`src/design/tdb_pkg.sv`:
```
// Shared types, register indexes and reset values of the tick debounce blink timer.
package tdb_pkg;

   localparam int COUNT_WIDTH_DEFAULT = 16;
   localparam int LED_COUNT = 3;
   localparam int CFG_WIDTH = 16;
   localparam int SOUND_WIDTH = 8;
   localparam int CSR_INDEX_WIDTH = 3;

   localparam logic [CSR_INDEX_WIDTH-1:0] CSR_INTERVAL_LENGTH     = 3'd0;
   localparam logic [CSR_INDEX_WIDTH-1:0] CSR_DEBOUNCE_LENGTH     = 3'd1;
   localparam logic [CSR_INDEX_WIDTH-1:0] CSR_SOUND_LENGTH        = 3'd2;
   localparam logic [CSR_INDEX_WIDTH-1:0] CSR_BLINK_PERIOD_NORMAL = 3'd3;
   localparam logic [CSR_INDEX_WIDTH-1:0] CSR_BLINK_PERIOD_FAST   = 3'd4;

   localparam logic [CFG_WIDTH-1:0]   INTERVAL_LENGTH_RESET     = 16'd10;
   localparam logic [CFG_WIDTH-1:0]   DEBOUNCE_LENGTH_RESET     = 16'd20;
   localparam logic [SOUND_WIDTH-1:0] SOUND_LENGTH_RESET        = 8'd100;
   localparam logic [CFG_WIDTH-1:0]   BLINK_PERIOD_NORMAL_RESET = 16'd50;
   localparam logic [CFG_WIDTH-1:0]   BLINK_PERIOD_FAST_RESET   = 16'd10;

   typedef enum logic [1:0] {
      LED_STEADY       = 2'd0,
      LED_BLINK_NORMAL = 2'd1,
      LED_BLINK_FAST   = 2'd2
   } led_mode_type;

   typedef struct packed {
      logic event_hit;
      logic confirmed;
   } deb_status_type;

endpackage

```
`src/design/tick_debounce_blink_timer.sv`:
```
// Top level: interval divider, sound timer, debounce and LED lanes, result register.
// Latency: the result of an item is valid in the cycle after it is accepted.
// Throughput: one item per cycle; the single result register is refilled in the
// cycle it is taken, so input ready holds while the result side keeps up.
// Reset clears all counters, latches and phases, loads the register reset values
// and empties the result register; no clearing pass is needed.
module tick_debounce_blink_timer #(
   parameter int COUNT_WIDTH = tdb_pkg::COUNT_WIDTH_DEFAULT
) (
   input  logic                                clock,
   input  logic                                reset,
   input  logic                                req_valid,
   output logic                                req_ready,
   input  logic                                req_direction_pin,
   input  logic                                req_limit_pin,
   input  logic                                req_sound_trigger,
   input  logic [1:0]                          req_acc_led_mode,
   input  logic [1:0]                          req_brake_led_mode,
   input  logic [1:0]                          req_dir_led_mode,
   input  logic                                req_acc_led_steady,
   input  logic                                req_brake_led_steady,
   input  logic                                req_dir_led_steady,
   output logic                                rsp_valid,
   input  logic                                rsp_ready,
   output logic                                rsp_interval_pulse,
   output logic                                rsp_direction_event,
   output logic                                rsp_direction_confirmed,
   output logic                                rsp_limit_event,
   output logic                                rsp_limit_confirmed,
   output logic                                rsp_buzzer_on,
   output logic                                rsp_acc_led,
   output logic                                rsp_brake_led,
   output logic                                rsp_dir_led,
   input  logic                                csr_we,
   input  logic [tdb_pkg::CSR_INDEX_WIDTH-1:0] csr_index,
   input  logic [tdb_pkg::CFG_WIDTH-1:0]       csr_wdata
);

   localparam int CMP_W = (COUNT_WIDTH > tdb_pkg::CFG_WIDTH) ? COUNT_WIDTH : tdb_pkg::CFG_WIDTH;

   logic [tdb_pkg::CFG_WIDTH-1:0]   interval_length_ff;
   logic [tdb_pkg::CFG_WIDTH-1:0]   debounce_length_ff;
   logic [tdb_pkg::SOUND_WIDTH-1:0] sound_length_ff;
   logic [tdb_pkg::CFG_WIDTH-1:0]   period_normal_ff;
   logic [tdb_pkg::CFG_WIDTH-1:0]   period_fast_ff;

   logic [COUNT_WIDTH-1:0]          div_counter_ff, div_counter_in, interval_inc;
   logic                            pulse;
   logic                            sound_active_ff, sound_active_in, sound_req;
   logic [tdb_pkg::SOUND_WIDTH-1:0] tone_counter_ff, tone_counter_in, sound_inc;

   tdb_pkg::deb_status_type         dir_status, lim_status;
   logic [tdb_pkg::LED_COUNT-1:0]   led_level;
   logic [tdb_pkg::LED_COUNT-1:0]   lane_steady;
   logic [1:0]                      lane_mode [tdb_pkg::LED_COUNT];

   logic                            rsp_valid_ff;
   logic [8:0]                      result_ff, result_in;
   logic                            step;

   assign req_ready = !rsp_valid_ff || rsp_ready;
   assign step = req_valid && req_ready;

   always_ff @(posedge clock) begin
      if (reset) begin
         interval_length_ff <= tdb_pkg::INTERVAL_LENGTH_RESET;
         debounce_length_ff <= tdb_pkg::DEBOUNCE_LENGTH_RESET;
         sound_length_ff <= tdb_pkg::SOUND_LENGTH_RESET;
         period_normal_ff <= tdb_pkg::BLINK_PERIOD_NORMAL_RESET;
         period_fast_ff <= tdb_pkg::BLINK_PERIOD_FAST_RESET;
      end else if (csr_we) begin
         case (csr_index)
            tdb_pkg::CSR_INTERVAL_LENGTH: interval_length_ff <= csr_wdata;
            tdb_pkg::CSR_DEBOUNCE_LENGTH: debounce_length_ff <= csr_wdata;
            tdb_pkg::CSR_SOUND_LENGTH: sound_length_ff <= csr_wdata[tdb_pkg::SOUND_WIDTH-1:0];
            tdb_pkg::CSR_BLINK_PERIOD_NORMAL: period_normal_ff <= csr_wdata;
            tdb_pkg::CSR_BLINK_PERIOD_FAST: period_fast_ff <= csr_wdata;
            default: begin
            end
         endcase
      end
   end

   always_comb begin
      interval_inc = div_counter_ff + COUNT_WIDTH'(1);
      pulse = (CMP_W'(interval_inc) == CMP_W'(interval_length_ff));
      div_counter_in = pulse ? '0 : interval_inc;

      sound_req = sound_active_ff || req_sound_trigger;
      sound_inc = tone_counter_ff + 8'd1;
      sound_active_in = sound_req;
      tone_counter_in = tone_counter_ff;
      if (sound_req) begin
         tone_counter_in = sound_inc;
         if (sound_inc > sound_length_ff) begin
            tone_counter_in = '0;
            sound_active_in = 1'b0;
         end
      end
   end

   always_ff @(posedge clock) begin
      if (reset) begin
         div_counter_ff <= '0;
         sound_active_ff <= 1'b0;
         tone_counter_ff <= '0;
      end else if (step) begin
         div_counter_ff <= div_counter_in;
         sound_active_ff <= sound_active_in;
         tone_counter_ff <= tone_counter_in;
      end
   end

   tdb_debounce_lane #(.COUNT_WIDTH(COUNT_WIDTH)) u_dir_lane (
      .clock(clock), .reset(reset), .step(step), .pressed(req_direction_pin),
      .debounce_length(debounce_length_ff), .status(dir_status)
   );

   tdb_debounce_lane #(.COUNT_WIDTH(COUNT_WIDTH)) u_lim_lane (
      .clock(clock), .reset(reset), .step(step), .pressed(req_limit_pin),
      .debounce_length(debounce_length_ff), .status(lim_status)
   );

   assign lane_mode[0] = req_acc_led_mode;
   assign lane_mode[1] = req_brake_led_mode;
   assign lane_mode[2] = req_dir_led_mode;
   assign lane_steady = {req_dir_led_steady, req_brake_led_steady, req_acc_led_steady};

   for (genvar i = 0; i < tdb_pkg::LED_COUNT; i++) begin : g_led
      tdb_blink_lane #(.COUNT_WIDTH(COUNT_WIDTH)) u_led_lane (
         .clock(clock), .reset(reset), .step(step), .mode(lane_mode[i]),
         .steady(lane_steady[i]), .period_normal(period_normal_ff),
         .period_fast(period_fast_ff), .led(led_level[i])
      );
   end

   assign result_in = {led_level[2], led_level[1], led_level[0], sound_active_in,
                       lim_status.confirmed, lim_status.event_hit,
                       dir_status.confirmed, dir_status.event_hit, pulse};

   always_ff @(posedge clock) begin
      if (reset) begin
         rsp_valid_ff <= 1'b0;
      end else if (step) begin
         rsp_valid_ff <= 1'b1;
      end else if (rsp_ready) begin
         rsp_valid_ff <= 1'b0;
      end
   end

   always_ff @(posedge clock) begin
      if (step) begin
         result_ff <= result_in;
      end
   end

   assign rsp_valid = rsp_valid_ff;
   assign rsp_interval_pulse = result_ff[0];
   assign rsp_direction_event = result_ff[1];
   assign rsp_direction_confirmed = result_ff[2];
   assign rsp_limit_event = result_ff[3];
   assign rsp_limit_confirmed = result_ff[4];
   assign rsp_buzzer_on = result_ff[5];
   assign rsp_acc_led = result_ff[6];
   assign rsp_brake_led = result_ff[7];
   assign rsp_dir_led = result_ff[8];

`ifndef NO_ASSERTIONS
   a_event_confirms: assert property (@(posedge clock) disable iff (reset)
      rsp_valid && (rsp_direction_event || rsp_limit_event) |->
         ((!rsp_direction_event || rsp_direction_confirmed) &&
          (!rsp_limit_event || rsp_limit_confirmed)))
      else $error("debounce event without confirmed level");

   a_ready_when_empty: assert property (@(posedge clock) disable iff (reset)
      !rsp_valid |-> req_ready)
      else $error("input stalled with empty result register");

   a_accept_gives_result: assert property (@(posedge clock) disable iff (reset)
      step |=> rsp_valid)
      else $error("accepted item produced no result");

   a_pulse_clears_counter: assert property (@(posedge clock) disable iff (reset)
      step && pulse |=> div_counter_ff == '0)
      else $error("interval counter not cleared on pulse");
`endif

endmodule

```
`src/design/tdb_debounce_lane.sv`:
```
// One switch debounce lane: run counter and press latch.
module tdb_debounce_lane #(
   parameter int COUNT_WIDTH = tdb_pkg::COUNT_WIDTH_DEFAULT
) (
   input  logic                         clock,
   input  logic                         reset,
   input  logic                         step,
   input  logic                         pressed,
   input  logic [tdb_pkg::CFG_WIDTH-1:0] debounce_length,
   output tdb_pkg::deb_status_type      status
);

   localparam int CMP_W = (COUNT_WIDTH > tdb_pkg::CFG_WIDTH) ? COUNT_WIDTH : tdb_pkg::CFG_WIDTH;

   logic [COUNT_WIDTH-1:0] run_ff, run_in, run_inc;
   logic                   latched_ff, latched_in;
   logic                   hit;

   always_comb begin
      run_inc = run_ff + COUNT_WIDTH'(1);
      run_in = run_ff;
      latched_in = latched_ff;
      hit = 1'b0;
      if (!pressed) begin
         run_in = '0;
         latched_in = 1'b0;
      end else if (!latched_ff) begin
         run_in = run_inc;
         if (CMP_W'(run_inc) == CMP_W'(debounce_length)) begin
            run_in = '0;
            latched_in = 1'b1;
            hit = 1'b1;
         end
      end
   end

   assign status.event_hit = hit;
   assign status.confirmed = latched_in;

   always_ff @(posedge clock) begin
      if (reset) begin
         run_ff <= '0;
         latched_ff <= 1'b0;
      end else if (step) begin
         run_ff <= run_in;
         latched_ff <= latched_in;
      end
   end

endmodule

```
`src/design/tdb_blink_lane.sv`:
```
// One LED lane: blink counter and phase, or the steady level.
module tdb_blink_lane #(
   parameter int COUNT_WIDTH = tdb_pkg::COUNT_WIDTH_DEFAULT
) (
   input  logic                          clock,
   input  logic                          reset,
   input  logic                          step,
   input  logic [1:0]                    mode,
   input  logic                          steady,
   input  logic [tdb_pkg::CFG_WIDTH-1:0] period_normal,
   input  logic [tdb_pkg::CFG_WIDTH-1:0] period_fast,
   output logic                          led
);

   localparam int CMP_W = (COUNT_WIDTH > tdb_pkg::CFG_WIDTH) ? COUNT_WIDTH : tdb_pkg::CFG_WIDTH;

   logic [COUNT_WIDTH-1:0]        count_ff, count_in, count_inc;
   logic                          phase_ff, phase_in;
   logic [tdb_pkg::CFG_WIDTH-1:0] period;
   logic                          blinking;

   always_comb begin
      count_inc = count_ff + COUNT_WIDTH'(1);
      period = period_normal;
      blinking = 1'b0;
      case (tdb_pkg::led_mode_type'(mode))
         tdb_pkg::LED_BLINK_NORMAL: begin
            blinking = 1'b1;
         end
         tdb_pkg::LED_BLINK_FAST: begin
            blinking = 1'b1;
            period = period_fast;
         end
         default: begin
            blinking = 1'b0;
         end
      endcase
      if (blinking) begin
         count_in = count_inc;
         phase_in = phase_ff;
         if (CMP_W'(count_inc) > CMP_W'(period)) begin
            count_in = '0;
            phase_in = !phase_ff;
         end
      end else begin
         count_in = '0;
         phase_in = steady;
      end
   end

   assign led = phase_in;

   always_ff @(posedge clock) begin
      if (reset) begin
         count_ff <= '0;
         phase_ff <= 1'b0;
      end else if (step) begin
         count_ff <= count_in;
         phase_ff <= phase_in;
      end
   end

endmodule
```
`config.mk`:
```
export PLATFORM = sky130hd
export DESIGN_NAME = tick_debounce_blink_timer
export DESIGN_NICKNAME = d
export VERILOG_FILES = /design/src/design/tdb_pkg.sv /design/src/design/tick_debounce_blink_timer.sv /design/src/design/tdb_debounce_lane.sv /design/src/design/tdb_blink_lane.sv
export SDC_FILE = /design/constraint.sdc
export NUM_CORES = 1
export LEC_CHECK = 0
export ABC_AREA = 1
export BUFFER_PORTS_ARGS = -buffer_cell sky130_fd_sc_hd__buf_2
export CORE_MARGIN = 3
export CORE_UTILIZATION = 54
export CTS_BUF_LIST = sky130_fd_sc_hd__clkbuf_4 sky130_fd_sc_hd__clkbuf_8 sky130_fd_sc_hd__clkbuf_16
export CTS_CLUSTER_DIAMETER = 150
export DETAILED_ROUTE_END_ITERATION = 10
export GPL_ROUTABILITY_DRIVEN = 1
export GPL_TIMING_DRIVEN = 0
export PLACE_DENSITY = 0.71
export SETUP_SLACK_MARGIN = 0.4
export SLEW_MARGIN = 10
export SYNTH_ARGS = -nofsm -noshare
export SYNTH_HDL_FRONTEND = slang
export SYNTH_SLANG_ARGS = --single-unit
```
`constraint.sdc`:
```
create_clock -name clock -period 2.74 [get_ports clock]
set_input_delay 0.274 -clock clock [delete_from_list [all_inputs] [get_ports clock]]
set_output_delay 0.274 -clock clock [all_outputs]
set_load 0.03 [all_outputs]
```
==> results.md <==
- Minimum clock period after layout: 2.83 ns
- Vias in the first global route: roughly 12k
- Tcrit/Tclk final: 103%
- Prevailing post-synth register cell: dfxtp_1
- Post-route worst setup slack: -0.0916 ns
- Final std cells w/o fill: roughly 2.3k
- Crit-path max FO: 5
- Iter 0 DRT Violations: between 1k and 1.5k
- Commonest cells in the netlist: 522 x nand2_1, 193 x nor2_1, 183 x dfxtp_1, 178 x inv_1, 172 x a21oi_1
- Post-synth EDFFs: 9
- IO Count: 47
- Initial antenna violation count: 0
- Final GP Congestion: between 0.9 and 1
- WL/cell: 16.8 um
- Beginning of the critical path: g_led[0].u_led_lane.count_ff[1]
- Starting Density: between 50% and 60%
- Mapped Area: ~12000 um^2
- Crit-path cells: ha_4 > nand3_4 > nor2_4 > nand4_1 > nor2_2 > nand3_2 > xnor2_2 > ha_1 > nand4_1 > nor2_2 > nand3_2 > nand2_4 > nand2_4 > inv_6 > buf_8 > nand2_4 > a21oi_2
- Worst r2r dst: g_led[0].u_led_lane.count_ff[3]
- Core ar.: 22200 um^2
- DR vias/cell: 5.63
- Min-delay src: rsp_ready
- Slew Limit Fails: 0
- Filler instances: 1896
- Pwr Density: ~410 nW/um^2
- Reg2Reg Setup Slack: -0.09 ns
- Failing checks: setup timing
- FP Rows: 54
- Mapped Avg Cell Area: between 6 and 7 um^2
- Synth area leaders: dfxtp_1 30%, nand2_1 16%, a21oi_1 7.0%
- Die area: between 20000 and 25000 um^2
- Number of CTS-inserted buffers: 17
- CTS max path bufs: 2
- Static leakage: roughly 6.2 nW
- Worst vdd ir: between 0.4 and 0.5 mV
- CP Capture Type: flop
- Cell with the most instances after synthesis: nand2_1
- Slowest stage delay, CP: between 0.3 and 0.4 ns
- Via count: 13.0k
- Worst path slowest cell: dfxtp_4
- Final setup viols: 31
- Die height: approximately 160 um
- Clk pin slew, worst setup/hold paths: roughly 0.07 ns
- MaxCap Viol Count: 0
- Number of remaining DRC errors: 0
- Hold Buf Count CTS: 0
- FF-to-FF Start: g_led[0].u_led_lane.count_ff[1]
- CTS tree: yes
- Yosys cell types: between 40 and 50
- Routed wire length: between 30000 and 40000 um
- Htree depth: 4
- Hold slack: ~0.13 ns
- Worst slew pin tran: around 1.2 ns
- Synthesized instance count: ~1.9k
- First-pass GRT wire length: 59600 um
- Layout area overhead: 21.8%
- Post-route ant nets: 0
- Warnings from Yosys: 0
- Worst setup SP type: flop
- I/O Buffers: between 40 and 50
- Buffers plus inverters on the worst setup path: 2
- Seq/Total Area, Yosys: around a third
- Global route overflow: 0
- Kind of cell adding the most delay to the critical path: simple AND/OR/NAND/NOR gates
- Register area: around 4000 um^2
- R2r worst-path depth: 17
- Hold Path Stages: 4
- GR Util All Layers: 30.2%
- Die width: about 160 um
- Setup TNS: -1.39 ns
- Clock Skew: about 0.013 ns
- Synth Net Count: between 1.5k and 2k
- Hold Path Class: input pin to flop
- Placed insts: between 2k and 2.5k
- Leading area contributor after synthesis: dfxtp_1
- Area of the multi-input gates: 8350 um^2
- Post-DP HPWL: between 20000 and 30000 um
- Layout net count: roughly 2.1k
- Antenna cells: 0
- Root buf cell: clkbuf_16
- Clk_lat worst skew: between 0.4 and 0.5 ns
- Layout cells sized above 1: 22.4%
- Final Hold Fails: 0
- DRT Pass-1 Iters: 6
- Synthesis-stage register bit count: about 190
- RSZ-0062 raised after global routing: true
- Synth top area share: between 20% and 30%
- CP arrival: 3.19 ns
- End of the worst hold path: rsp_valid
- Synth async-reset ratio: 0%
- Status: finished with violations
- Largest net degree at the start of global routing: 19
- F_max: between 300 and 400 MHz
- Crit path required time: 3.10 ns
- Critical path type: flop to flop
- Worst rel slew slack: 19.3%
- Clk sink count: around 190
- CP dominant cell by count: nand2_4
==> repair_timing <==
item / CTS / global route
pin swaps: 62 / 51
hold endpoints to repair: 0 / 0
gates cloned: 3 / 0
setup endpoints to repair: 102 / 117
gates resized for setup: 125 / 129
buffers inserted: 41 / 20
==> per-stage QoR <==
stage / setup WS [ns] / util, % / power [mW] / cell area (um^2)
finish: -0.0916 / 68.0 / 6.20 / 15100
global route: -0.268 / 68.0 / 6.42 / 15100
CTS: -0.0269 / 65.2 / 6.15 / 14500
detailed placement: -0.414 / 59.0 / 3.69 / 13100
global placement: -0.409 / 59.0 / 3.67 / 13100
floorplan: 0.137 / - / 3.44 / 12500
==> report_power, final <==
group          leakage, nW  internal, mW  switching (mW)
clock network        0.274          1.27            1.20
registers             1.59          2.87          0.0606
logic                 4.35         0.256           0.545
total                 6.21          4.40            1.80
==> layout by cell type (no fill, tap or decap), types with 5 or more instances in the layout <==
cell type,Yosys,final
ha_1,66,59
nand3_4,0,7
dfxtp_1,183,156
buf_2,4,47
nor2_4,12,20
nand2_2,32,61
a21oi_1,172,122
nand3b_1,12,12
ha_4,0,5
nand2_1,522,477
nor2_1,193,174
xor2_2,1,5
dfxtp_4,0,14
buf_6,2,12
o211ai_1,11,11
clkbuf_16,0,18
buf_4,2,55
inv_2,5,7
inv_1,178,174
nand2_4,5,21
edfxtp_1,9,9
nand3_2,3,31
dfxtp_2,0,13
o21ai_0,124,121
nand3_1,134,99
nand4_1,41,41
xor2_1,36,32
xnor2_2,0,6
clkbuf_1,52,46
xnor2_1,16,10
a21oi_2,20,70
nor2_2,13,24
==> state kept, by name, summed over array words and instances (netlist names), 9 cells and up <==
register,flops
result_ff,9
interval_length_ff,16
u_lim_lane.run_ff,16
period_normal_ff,16
g_led.u_led_lane.count_ff,48
period_fast_ff,16
div_counter_ff,16
u_dir_lane.run_ff,16
debounce_length_ff,16
==> worst max-delay path by stage <==
| stage | slack [ns] | end | cells past startpoint |
|---|---|---|---|
| floorplan | 0.14 | g_led[1].u_led_lane.count_ff[11] | 16 |
| detailed placement | -0.41 | g_led[1].u_led_lane.count_ff[13] | 16 |
| CTS | -0.03 | g_led[1].u_led_lane.count_ff[13] | 16 |
| global route | -0.27 | g_led[0].u_led_lane.count_ff[3] | 17 |
| finish | -0.09 | g_led[0].u_led_lane.count_ff[3] | 17 |
| global placement | -0.41 | g_led[1].u_led_lane.count_ff[10] | 16 |
==> layer usage <==
metal / vias to the layer above / global-route usage [%] / part of all wire (%)
li1: 6391 / - / -
met2: 454 / 51.9 / 49
met5: - / 0 / 0
met1: 6018 / 38.5 / 42
met3: 88 / 4.62 / 6.2
met4: 0 / 10.9 / 3.4
==> worst reg2reg max path, cell delays in order, from the launching register on <==
cell	delay, ns
dfxtp_4	0.38
ha_4	0.16
nand3_4	0.08
nor2_4	0.10
nand4_1	0.15
nor2_2	0.20
nand3_2	0.10
xnor2_2	0.17
ha_1	0.29
nand4_1	0.18
nor2_2	0.20
nand3_2	0.15
nand2_4	0.11
nand2_4	0.07
inv_6	0.09
buf_8	0.15
nand2_4	0.05
a21oi_2	0.13
==> area by class of cell <==
class,instances,area share (%)
Buffer,63,2.22
Clock buffer,21,3.14
Sequential cell,192,26.5
Clock inverter,11,0.631
Tap cell,280,2.32
Timing Repair Buffer,109,5.05
Inverter,186,4.70
Multi-Input combinational cell,1438,55.4
==> kinds of logic (layout without fill, tap and decap cells) <==
kind of cell             count (synthesis)  after routing  share of synthesized area, %
buffers and inverters                  249            390                          7.90
flip-flops                             192            192                          31.8
XOR/XNOR                                56             56                          4.38
AO/OA/AOI/OAI                          337            337                          14.8
adder cells (fa/ha/maj)                 66             66                          6.67
AND/OR/NAND/NOR                        979            979                          34.5
No activity file was read; power rests on OpenSTA's default activity.
